===== config.mk =====
export PLATFORM = sky130hd
export DESIGN_NAME = bscan_peak_decimate_to_hue_unit
export DESIGN_NICKNAME = d
export VERILOG_FILES = /design/src/bpdh_pkg.sv /design/src/bpdh_front.sv /design/src/bpdh_queue.sv /design/src/bpdh_hue.sv /design/src/bscan_peak_decimate_to_hue_unit.sv
export SDC_FILE = /design/constraint.sdc
export NUM_CORES = 1
export LEC_CHECK = 0
export BUFFER_PORTS_ARGS = -buffer_cell sky130_fd_sc_hd__buf_2
export CORE_UTILIZATION = 55
export DETAILED_ROUTE_END_ITERATION = 10
export PLACE_DENSITY = 0.72
export SLEW_MARGIN = 30
export SYNTH_ARGS = -nofsm -noshare
export SYNTH_HDL_FRONTEND = slang
export SYNTH_SLANG_ARGS = --single-unit

===== constraint.sdc =====
create_clock -name clk -period 8.55 [get_ports clk]
set_input_delay 0.855 -clock clk [delete_from_list [all_inputs] [get_ports clk]]
set_output_delay 0.855 -clock clk [all_outputs]
set_load 0.01 [all_outputs]

===== src/bpdh_pkg.sv =====
// Shared types and constants for the peak-hold decimation to hue block.
`default_nettype none
package bpdh_pkg;

  // Longest scan column; the sample with index MAX_SCAN_LEN-1 closes it.
  localparam int MAX_SCAN_LEN = 255;

  // Pixel job queue between the sample front end and the hue unit.
  localparam int QUEUE_DEPTH = 4;
  localparam int QPTR_W      = $clog2(QUEUE_DEPTH);
  localparam int QCNT_W      = $clog2(QUEUE_DEPTH + 1);

  // Configuration register indexes.
  localparam logic [7:0] REG_DECIMATE_ON = 8'd0;
  localparam logic [7:0] REG_BIN_STEP    = 8'd1;
  localparam logic [7:0] REG_ROW_LIMIT   = 8'd2;
  localparam logic [7:0] REG_THRESHOLD   = 8'd3;

  localparam logic [16:0] BOUNDARY_MAX = 17'h1FFFF;
  localparam logic [7:0]  ROW_SAT      = 8'd255;
  localparam logic [8:0]  HUE_FLAT     = 9'd255;
  localparam logic [8:0]  HUE_FULL     = 9'd256;

  // Divider runs one quotient bit per cycle over a 16-bit numerator.
  localparam int DIV_BITS = 16;
  localparam int DIV_CNT_W = $clog2(DIV_BITS);

  typedef struct packed {
    logic [7:0] row;
    logic [7:0] peak;
    logic       col_end;
  } job_t;

  // Up to two pixel jobs handed to the queue in one transfer, in order.
  typedef struct packed {
    logic [1:0] n;
    job_t       a;
    job_t       b;
  } push_t;

endpackage
`default_nettype wire


===== src/bpdh_front.sv =====
// Front end: tracks bins and peaks per sample and produces pixel jobs.
`default_nettype none
module bpdh_front (
  input  wire logic              clk,
  input  wire logic              rst,
  input  wire logic              decimate_on,
  input  wire logic [15:0]       bin_step,
  input  wire logic [7:0]        row_limit,
  input  wire logic              accept,
  input  wire logic [7:0]        sample,
  input  wire logic              last_sample,
  output bpdh_pkg::push_t        push
);

  logic        bin_open;
  logic [7:0]  sample_count;
  logic [16:0] bin_boundary;
  logic [7:0]  running_peak;
  logic [7:0]  row_count;

  logic [7:0]  sc_eff;
  logic [16:0] bnd_eff;
  logic [7:0]  pk_eff;
  logic [7:0]  rc_eff;
  logic        is_last;
  logic        in_bin;
  logic        closing;
  logic [17:0] bnd_sum;
  logic [16:0] bnd_adv;
  logic [7:0]  rc_new;
  logic [7:0]  pk_new;
  logic        emit1;
  logic        emit2;

  always_comb begin
    // A column starts fresh on its first sample.
    sc_eff  = bin_open ? sample_count : 8'd0;
    bnd_eff = bin_open ? bin_boundary : {1'b0, bin_step};
    pk_eff  = bin_open ? running_peak : 8'd0;
    rc_eff  = bin_open ? row_count : 8'd0;
    is_last = last_sample || (sc_eff >= 8'(bpdh_pkg::MAX_SCAN_LEN - 1));

    in_bin  = {1'b0, sc_eff, 8'h00} < bnd_eff;
    closing = decimate_on && !in_bin;
    bnd_sum = {1'b0, bnd_eff} + {2'b00, bin_step};
    bnd_adv = bnd_sum[17] ? bpdh_pkg::BOUNDARY_MAX : bnd_sum[16:0];

    rc_new = (closing && rc_eff != bpdh_pkg::ROW_SAT) ? rc_eff + 8'd1 : rc_eff;
    if (decimate_on && in_bin) begin
      pk_new = (sample > pk_eff) ? sample : pk_eff;
    end else begin
      pk_new = sample;
    end

    emit1 = closing && (rc_eff < row_limit);
    emit2 = decimate_on && is_last && (rc_new < row_limit);

    push.b = '{row: rc_new, peak: pk_new, col_end: is_last};
    if (!decimate_on) begin
      push.n = 2'd1;
      push.a = '{row: sc_eff, peak: sample, col_end: is_last};
    end else begin
      push.n = {1'b0, emit1} + {1'b0, emit2};
      if (emit1) begin
        push.a = '{row: rc_eff, peak: pk_eff, col_end: is_last && !emit2};
      end else begin
        push.a = '{row: rc_new, peak: pk_new, col_end: is_last};
      end
    end
    if (!accept) begin
      push.n = 2'd0;
    end
  end

  always_ff @(posedge clk) begin
    if (rst) begin
      bin_open     <= 1'b0;
      sample_count <= 8'd0;
      bin_boundary <= 17'd0;
      running_peak <= 8'd0;
      row_count    <= 8'd0;
    end else if (accept) begin
      bin_open     <= !is_last;
      sample_count <= is_last ? 8'd0 : sc_eff + 8'd1;
      bin_boundary <= closing ? bnd_adv : bnd_eff;
      running_peak <= pk_new;
      row_count    <= rc_new;
    end
  end

endmodule
`default_nettype wire


===== src/bpdh_queue.sv =====
// Small pixel job queue that takes up to two jobs and gives one per cycle when popped.
`default_nettype none
module bpdh_queue (
  input  wire logic                         clk,
  input  wire logic                         rst,
  input  wire bpdh_pkg::push_t              push,
  output logic                              room,
  input  wire logic                         pop,
  output logic                              head_valid,
  output bpdh_pkg::job_t                    head,
  output logic [bpdh_pkg::QCNT_W-1:0]       count
);

  bpdh_pkg::job_t                mem [bpdh_pkg::QUEUE_DEPTH];
  logic [bpdh_pkg::QPTR_W-1:0]   wr_ptr;
  logic [bpdh_pkg::QPTR_W-1:0]   rd_ptr;
  logic [bpdh_pkg::QPTR_W-1:0]   wr_ptr_next;
  logic                          do_pop;

  assign room       = count <= bpdh_pkg::QCNT_W'(bpdh_pkg::QUEUE_DEPTH - 2);
  assign head_valid = count != '0;
  assign head       = mem[rd_ptr];
  assign do_pop     = pop && head_valid;
  assign wr_ptr_next = wr_ptr + bpdh_pkg::QPTR_W'(1);

  always_ff @(posedge clk) begin
    if (push.n != 2'd0) begin
      mem[wr_ptr] <= push.a;
    end
    if (push.n == 2'd2) begin
      mem[wr_ptr_next] <= push.b;
    end
  end

  always_ff @(posedge clk) begin
    if (rst) begin
      wr_ptr <= '0;
      rd_ptr <= '0;
      count  <= '0;
    end else begin
      wr_ptr <= wr_ptr + bpdh_pkg::QPTR_W'(push.n);
      if (do_pop) begin
        rd_ptr <= rd_ptr + bpdh_pkg::QPTR_W'(1);
      end
      count <= count + bpdh_pkg::QCNT_W'(push.n) - bpdh_pkg::QCNT_W'(do_pop);
    end
  end

endmodule
`default_nettype wire


===== src/bpdh_hue.sv =====
// Back end: turns a pixel job into a hue level with a bit-serial divider.
`default_nettype none
module bpdh_hue (
  input  wire logic              clk,
  input  wire logic              rst,
  input  wire logic [7:0]        threshold,
  input  wire logic              job_valid,
  input  wire bpdh_pkg::job_t    job,
  output logic                   job_pop,
  output logic                   out_valid,
  input  wire logic              out_ready,
  output logic [7:0]             out_row,
  output logic [8:0]             out_hue,
  output logic                   out_end
);

  typedef enum logic [1:0] {IDLE, DIVIDE, FINISH} state_t;

  state_t                          state;
  logic [7:0]                      row;
  logic                            col_end;
  logic [15:0]                     num;
  logic [7:0]                      rem;
  logic [bpdh_pkg::DIV_CNT_W-1:0]  cnt;

  logic [15:0] numer;
  logic [8:0]  rem_sh;
  logic        q_bit;
  logic [8:0]  hue;
  logic        out_free;

  always_comb begin
    // Ceiling of 255*peak/threshold: numerator is 255*peak + threshold - 1.
    numer  = {job.peak, 8'h00} - {8'd0, job.peak} + {8'd0, threshold} - 16'd1;
    rem_sh = {rem, num[15]};
    q_bit  = rem_sh >= {1'b0, threshold};
    if (threshold == 8'd0) begin
      hue = bpdh_pkg::HUE_FLAT;
    end else if (num[15:8] != 8'd0) begin
      hue = 9'd0;
    end else begin
      hue = bpdh_pkg::HUE_FULL - {1'b0, num[7:0]};
    end
    out_free = !out_valid || out_ready;
  end

  assign job_pop = (state == IDLE) && job_valid;

  always_ff @(posedge clk) begin
    if (rst) begin
      state     <= IDLE;
      out_valid <= 1'b0;
    end else begin
      if (state == FINISH && out_free) begin
        out_valid <= 1'b1;
      end else if (out_ready) begin
        out_valid <= 1'b0;
      end
      unique case (state)
        IDLE: begin
          if (job_valid) begin
            row     <= job.row;
            col_end <= job.col_end;
            num     <= numer;
            rem     <= 8'd0;
            cnt     <= bpdh_pkg::DIV_CNT_W'(bpdh_pkg::DIV_BITS - 1);
            state   <= DIVIDE;
          end
        end
        DIVIDE: begin
          rem <= q_bit ? 8'(rem_sh - {1'b0, threshold}) : rem_sh[7:0];
          num <= {num[14:0], q_bit};
          cnt <= cnt - bpdh_pkg::DIV_CNT_W'(1);
          if (cnt == '0) begin
            state <= FINISH;
          end
        end
        FINISH: begin
          if (out_free) begin
            out_row   <= row;
            out_hue   <= hue;
            out_end   <= col_end;
            state     <= IDLE;
          end
        end
        default: state <= IDLE;
      endcase
    end
  end

endmodule
`default_nettype wire


===== src/bscan_peak_decimate_to_hue_unit.sv =====
// Top level of the scan column peak-hold decimation to hue block.
//
//   Channel  Direction  Handshake          Payload
//   s_*      in         s_tvalid/s_tready  tdata[7:0] sample, tlast last_sample
//   m_*      out        m_tvalid/m_tready  tdata[7:0] row_index, [16:8] hue_level,
//                                          tlast column_end
//   cfg_*    in         cfg_valid/cfg_ready index 0..3, data (low bits used)
//
// The front end takes one sample per cycle while the job queue has two free slots.
// Each pixel then passes the hue unit's load, bit-serial divide and output states;
// no new pixel enters before the last is out, which sets the sustained pixel rate.
// Reset is synchronous; it clears the column state, the queue and the output.
// A stalled output holds the hue unit, which then backs up the queue and s_tready.
`default_nettype none
module bscan_peak_decimate_to_hue_unit (
  input  wire logic        clk,
  input  wire logic        rst,
  input  wire logic        s_tvalid,
  output logic             s_tready,
  input  wire logic [7:0]  s_tdata,   // [7:0] sample
  input  wire logic        s_tlast,
  output logic             m_tvalid,
  input  wire logic        m_tready,
  output logic [23:0]      m_tdata,   // [7:0] row_index, [16:8] hue_level, zero fill
  output logic             m_tlast,
  input  wire logic        cfg_valid,
  output logic             cfg_ready,
  input  wire logic [7:0]  cfg_index,
  input  wire logic [15:0] cfg_data
);

  logic        decimate_on;
  logic [15:0] bin_step;
  logic [7:0]  row_limit;
  logic [7:0]  threshold;

  bpdh_pkg::push_t              push;
  bpdh_pkg::job_t               head;
  logic                         head_valid;
  logic                         room;
  logic                         job_pop;
  logic [bpdh_pkg::QCNT_W-1:0]  q_count;
  logic [7:0]                   out_row;
  logic [8:0]                   out_hue;

  assign cfg_ready = 1'b1;
  assign s_tready  = room;
  assign m_tdata   = {7'd0, out_hue, out_row};

  always_ff @(posedge clk) begin
    if (rst) begin
      decimate_on <= 1'b0;
      bin_step    <= 16'd256;
      row_limit   <= 8'd255;
      threshold   <= 8'd0;
    end else if (cfg_valid && cfg_ready) begin
      unique case (cfg_index)
        bpdh_pkg::REG_DECIMATE_ON: decimate_on <= cfg_data[0];
        bpdh_pkg::REG_BIN_STEP:    bin_step    <= cfg_data;
        bpdh_pkg::REG_ROW_LIMIT:   row_limit   <= cfg_data[7:0];
        bpdh_pkg::REG_THRESHOLD:   threshold   <= cfg_data[7:0];
        default: ;
      endcase
    end
  end

  bpdh_front u_front (
    .clk         (clk),
    .rst         (rst),
    .decimate_on (decimate_on),
    .bin_step    (bin_step),
    .row_limit   (row_limit),
    .accept      (s_tvalid && s_tready),
    .sample      (s_tdata),
    .last_sample (s_tlast),
    .push        (push)
  );

  bpdh_queue u_queue (
    .clk        (clk),
    .rst        (rst),
    .push       (push),
    .room       (room),
    .pop        (job_pop),
    .head_valid (head_valid),
    .head       (head),
    .count      (q_count)
  );

  bpdh_hue u_hue (
    .clk       (clk),
    .rst       (rst),
    .threshold (threshold),
    .job_valid (head_valid),
    .job       (head),
    .job_pop   (job_pop),
    .out_valid (m_tvalid),
    .out_ready (m_tready),
    .out_row   (out_row),
    .out_hue   (out_hue),
    .out_end   (m_tlast)
  );

`ifndef NO_ASSERTIONS
  a_queue_bound: assert property (@(posedge clk) disable iff (rst)
    q_count <= bpdh_pkg::QCNT_W'(bpdh_pkg::QUEUE_DEPTH))
    else $error("job queue overflow");

  a_ready_means_room: assert property (@(posedge clk) disable iff (rst)
    s_tready |-> q_count <= bpdh_pkg::QCNT_W'(bpdh_pkg::QUEUE_DEPTH - 2))
    else $error("sample taken without room for two jobs");

  a_hue_range: assert property (@(posedge clk) disable iff (rst)
    m_tvalid |-> m_tdata[16:8] <= bpdh_pkg::HUE_FULL)
    else $error("hue level out of range");

  a_reset_quiet: assert property (@(posedge clk)
    rst |=> !m_tvalid)
    else $error("output valid right after reset");
`endif

endmodule
`default_nettype wire


==> flow_summary.toml, run 1 <==
[status]
status = "finished, final reports clean"

[global_route]
overflow = 0
antenna_found_initial = 0
grt_pass1_wl_um = 47400
grtUsageTotal = 0.263
grt_max_degree = 91
grt_pass1_vias = 9129

[cts]
cts_htree_levels = 1
cts-root-buf = "clkbuf_16"
cts_buffer_depth = 3
post_cts_resized = 0
ctsHoldBuffers = 0
clk_pin_slew_ns = 0.06
clkLatencyLatePin_ns = 0.53
cts_sinks = 210
cts_buffers = 23
post_cts_buffers = 0
cts_tree = "done"

[placed_design]
place.port_buffers = 57
dpl.hpwl_um = 21200
dp.cells = 1573
gp_congestion = 0.948
dp_slack_ns = 1.54

[setup_path]
r2r_slack_ns = 1.40
worstPathRequired_ns = 8.83
r2r_start = "u_front.bin_open$_SDFFE_PP0P_"
critPathTopFamily = "simple AND/OR/NAND/NOR gates"
r2r_end = "u_queue.mem[3][1]$_DFFE_PP_"
start_kind = "flop"
cp_slowest_cell = "mux2i_1"
cp_num_buf_inv = 4
worstPathArrival_ns = 7.42
criticalPathCategory = "flop to flop"
crit_path_max_incr_delay_ns = 0.55
crit_cells = 26
critical_path.max_fanout = 35
critPathCaptureType = "flop"
rr_worst_depth = 26
crit_top_cell = "nand3_1"

[yosys]
synth_common_cells = "128 x nor2_1, 123 x edfxtp_1, 122 x nand2_1, 87 x dfxtp_1, 81 x o21ai_0"
synth_area_um2 = 12300
synth_edf_count = 123
async_flop_share = 0
netlist_instances = 1283
ys_top_cells_by_area = "edfxtp_1 30%, dfxtp_1 14%, ha_1 7.1%"
yosysUniqueCellTypes = 79
yosysTopAreaCell = "edfxtp_1"
yosysMostFrequentCell = "nor2_1"
yosys_warnings = 0
synth-seq-cells = 210
yosysSeqAreaShare = 0.441
avgSynthCellArea_um2 = 9.62
yosys_most_used_dff = "edfxtp_1"
synth_top_area_share = 0.299

[die]
die_h_um = 152
core_area_um2 = 21900
chipWidth_um = 152
pin_count = 66
start_util = 0.564
rows = 54
die-area_um2 = 23000

[timing]
finalMaxSlewViolations = 0
finalWorstSetupSlack_ns = 1.40
period_share = 0.836
relSlewSlack = 0.313
clock_skew_ns = 0.0141
layout_min_cycle_time_ns = 7.15
worst_slew_pin_slew_ns = 1.02
max_freq_mhz = 140
whs_ns = 0.413
final-hold-violation-count = 0
finalSetupViolCount = 0
fin_setup_tns_ns = 0
rsz0062_at_grt = "no"

[routing]
drt_iter0_drc = 806
ant_nets = 0
drc = 0
wl_per_cell_um = 18.3
dr.pass1.iters = 5
vias = 9792
routed_wl_um = 29500
viasPerCell = 6.06

[cells_and_area]
syn_to_final_growth_pct = 11.2
nets = 1430
drive_above_1_share = 0.131
instances_no_fill = 1615
antennaDiodeCount = 0

[flow_run]
cap_violations = 0

[hold_path]
holdCritStartpoint = "u_hue.row[3]$_DFFE_PP_"
worst_hold_path_type = "flop to flop"
holdPathStages = 0
holdPathEnd = "u_hue.out_row[3]$_DFFE_PP_"

[power_and_ir_drop]
p_per_area_nw_per_um2 = 238
p_leak_nw = 5.53
vdd_drop_max_mv = 0.132
-- cell families (layout without fill, tap and decap cells) --
kind of cell / Yosys count / in the layout / share of synthesized area
AO/OA/AOI/OAI: 302 / 302 / 0.160
XOR/XNOR: 48 / 48 / 0.0341
adder cells (fa/ha/maj): 74 / 74 / 0.0775
buffers and inverters: 140 / 186 / 0.0473
flip-flops: 210 / 210 / 0.441
multiplexers: 62 / 62 / 0.0696
other: 2 / 8 / 0.000609
AND/OR/NAND/NOR: 445 / 445 / 0.171
-- state kept, by name (all words and copies together) (netlist names), named ones only --
name                  flops
u_queue.mem              68
u_front.bin_boundary     17
bin_step                 16
u_hue.num                16
u_hue.out_hue             9
row_limit                 8
threshold                 8
u_front.row_count         8
u_front.running_peak      8
u_front.sample_count      8
u_hue.out_row             8
u_hue.rem                 8
u_hue.row                 8
u_hue.cnt                 4
u_queue.count             3
u_hue.state               2
u_queue.rd_ptr            2
u_queue.wr_ptr            2
decimate_on               1
u_front.bin_open          1
u_hue.col_end             1
u_hue.out_end             1
u_hue.out_valid           1
-- where the power goes --
part	internal [mW]	switching, mW	total, mW
logic	0.331	0.484	0.816
registers	1.26	0.0865	1.35
clock network	0.695	0.411	1.11
total	2.29	0.982	3.27
-- layer usage --
| layer | share of wire | vias to the layer above | global-route usage | routed length [µm] |
|---|---|---|---|---|
| li1 | - | 4755 | - | - |
| met2 | 0.48 | 322 | 0.436 | 14100 |
| met1 | 0.44 | 4667 | 0.358 | 13000 |
| met5 | 0 | - | 0 | 0 |
| met4 | 0.026 | 0 | 0.0787 | 753 |
| met3 | 0.057 | 48 | 0.0359 | 1680 |
-- cell usage in the layout, fill, tap and decap left out, types with 9 or more instances in the layout --
cell type,count
a311oi_1,12
buf_2,57
edfxtp_1,123
a211o_1,9
mux2i_1,28
a21oi_1,79
inv_1,67
o21a_1,12
nor2b_1,12
a31oi_1,13
o211ai_1,10
mux4_2,17
clkbuf_16,23
nand2b_1,12
nand2_1,122
mux2_2,16
xnor2_1,36
a21o_1,17
buf_4,17
nand3_1,60
ha_1,70
xor2_1,12
o21ai_0,79
nor2_1,127
a211oi_1,14
nor4_1,17
nor3_1,30
dfxtp_1,86
nand4_1,9
-- through the flow --
step                      total power [mW]  area (µm²)  utilization
after global routing                  3.44       13700        0.627
after global placement                2.15       12800        0.587
after detailed placement              2.18       12900        0.588
after floorplan                       1.96       12400            -
after CTS                             3.29       13700        0.626
final                                 3.27       13700        0.627
-- worst max-delay path by stage --
stage | startpoint | to | slack, ns
6_report | u_front.bin_open$_SDFFE_PP0P_ | u_queue.mem[3][1]$_DFFE_PP_ | 1.40
5_1_grt | u_front.bin_open$_SDFFE_PP0P_ | u_queue.mem[3][1]$_DFFE_PP_ | 0.86
4_1_cts | u_front.bin_open$_SDFFE_PP0P_ | u_queue.mem[3][1]$_DFFE_PP_ | 1.48
3_5_place_dp | u_front.bin_open$_SDFFE_PP0P_ | u_queue.mem[3][1]$_DFFE_PP_ | 1.54
3_3_place_gp | u_front.bin_open$_SDFFE_PP0P_ | u_queue.mem[3][1]$_DFFE_PP_ | 1.79
2_1_floorplan | u_front.bin_open$_SDFFE_PP0P_ | u_queue.mem[0][0]$_DFFE_PP_ | 1.87
-- layout make-up --
class / instances / area, µm²
clock buffers: 27 / 611
flip-flops and latches: 210 / 5440
repair buffers: 75 / 424
fillers: 1816 / 8170
well taps: 280 / 350
clock inverters: 15 / 240
multi-input cells: 939 / 6400
inverters: 69 / 259
(Power assumes the default switching activity.)
==> run 2: changes to the inputs <==
- clock period: 8.55 -> 6.95 ns (I/O delays scaled with it)
==> run 2 against run 1 <==
Maximum frequency rose by 9.1%. Routed wire length rose by 2.2%. Critical path depth fell by 1. Critical endpoint is now u_queue.mem[0][1]$_DFFE_PP_. Largest power group unchanged.
==> flow_summary.toml, run 2 (synthesized netlist as in run 1, its figures left out) <==
[global_route]
grt_use_met3 = 0.0329
grt_pass1_wl_um = 48200
use_met2 = 0.452
antenna_found_initial = 0
grtUsageTotal = 0.268
grt_max_degree = 89
grtUsageMet1 = 0.361
grt_pass1_vias = 9212
overflow = 0
grt-busiest-layer = "met2"

[power_and_ir_drop]
p_leak_nw = 5.55
vdd_drop_max_mv = 0.147
p_per_area_nw_per_um2 = 288
power_mw = 3.96

[timing]
finalSetupViolCount = 0
fin_setup_tns_ns = 0
finalMaxSlewViolations = 0
final-hold-violation-count = 0
layout_min_cycle_time_ns = 6.55
worst_slew_pin_slew_ns = 0.942
relSlewSlack = 0.372
max_freq_mhz = 153
rsz0062_at_grt = "no"
clock_skew_ns = 0.0209
period_share = 0.942

[setup_path]
worstPathRequired_ns = 7.21
critical_path.max_fanout = 19
start_kind = "flop"
critPathCaptureType = "flop"
worstPathArrival_ns = 6.81
criticalPathCategory = "flop to flop"

[routing]
drt_iter0_drc = 989
vias = 9825
dr.pass1.iters = 6
ant_nets = 0
wl_per_cell_um = 18.6
viasPerCell = 6.05
drc = 0
routed_wl_um = 30200

[cells_and_area]
antennaDiodeCount = 0
largest_reg_flops = 68
syn_to_final_growth_pct = 11.2
drive_above_1_share = 0.138
fillCellCount = 1833
final_cell_mix = "127 x nor2_1, 123 x edfxtp_1, 122 x nand2_1"
mostFrequentLayoutCell = "nor2_1"
fin_area_um2 = 13700
reg_top3 = "u_queue.mem (68), u_front.bin_boundary (17)"
regMostFlops = "u_queue.mem"
nets = 1438

[cts]
post_cts_buffers = 0
clkLatencyLatePin_ns = 0.53
cts_buffer_depth = 3
post_cts_resized = 0
cts_tree = "done"
cts_sinks = 210
cts-root-buf = "clkbuf_16"
clk_pin_slew_ns = 0.06
cts_htree_levels = 1
cts_buffers = 24
ctsHoldBuffers = 0

[die]
rows = 54
chipWidth_um = 152
die-area_um2 = 23000
pin_count = 66
die_h_um = 152
core_area_um2 = 21900
start_util = 0.564

[placed_design]
dpl.hpwl_um = 21800
gp_congestion = 0.932
place_area_um2 = 12900
place.port_buffers = 57

[status]
status = "finished, final reports clean"

[hold_path]
worst_hold_path_type = "primary input to flop"

[flow_run]
cap_violations = 0
[run 2: area by class of cell]
| type | count | area (µm²) | area share |
|---|---|---|---|
| Sequential cell | 210 | 5440 | 0.396 |
| Timing Repair Buffer | 82 | 473 | 0.0345 |
| Multi-Input combinational cell | 939 | 6390 | 0.466 |
| Clock buffer | 31 | 692 | 0.0504 |
| Tap cell | 280 | 350 | 0.0255 |
| Inverter | 69 | 259 | 0.0189 |
| Clock inverter | 13 | 115 | 0.00839 |
[run 2: per-layer routing]
layer | part of all wire | vias to the layer above
met5 | 0 | -
met4 | 0.022 | 0
met3 | 0.066 | 60
met2 | 0.48 | 377
met1 | 0.43 | 4615
li1 | - | 4773
[run 2: worst max-delay path, stage by stage, from the launching register on]
cell      delay, ns
dfxtp_2        0.43
nand2_1        0.24
inv_1          0.18
ha_1           0.30
and3_1         0.29
and4_1         0.25
and3_1         0.24
nand2b_1       0.20
a21oi_2        0.38
nand2_1        0.13
xnor2_1        0.24
ha_1           0.29
nand2_1        0.06
nand3b_1       0.10
nor3_1         0.15
mux2i_1        0.12
a221oi_2       0.31
buf_4          0.18
nor3b_2        0.16
ha_1           0.19
nand3_1        0.23
nor2_1         0.25
nand3_1        0.28
nand3_1        0.49
and2_4         0.29
mux2_4         0.30
[run 2: worst paths after layout]
| kind | from | to | slack (ns) | cells past startpoint |
|---|---|---|---|---|
| max reg2reg | u_front.bin_open$_SDFFE_PP0P_ | u_queue.mem[0][1]$_DFFE_PP_ | 0.40 | 25 |
| min | cfg_data[8] | bin_step[8]$_SDFFE_PP1P_ | 0.38 | 3 |
| max | u_front.bin_open$_SDFFE_PP0P_ | u_queue.mem[0][1]$_DFFE_PP_ | 0.40 | 25 |
| min reg2reg | u_hue.col_end$_DFFE_PP_ | u_hue.out_end$_DFFE_PP_ | 0.42 | 0 |
[run 2: stage by stage]
stage               setup WS (ns)   util  hold WS, ns  instances
floorplan                   0.269      -        0.400       1289
finish                      0.404  0.627        0.384       1624
global placement            0.727  0.589        0.401       1580
detailed placement          0.599  0.590        0.405       1580
CTS                         0.547  0.627        0.382       1624
global route               0.0265  0.627        0.413       1624
[run 2: power by group]
part           internal [mW]  switching (mW)  total, mW
Clock                  0.774           0.511       1.29
Combinational          0.411           0.597       1.01
Sequential              1.55           0.111       1.66
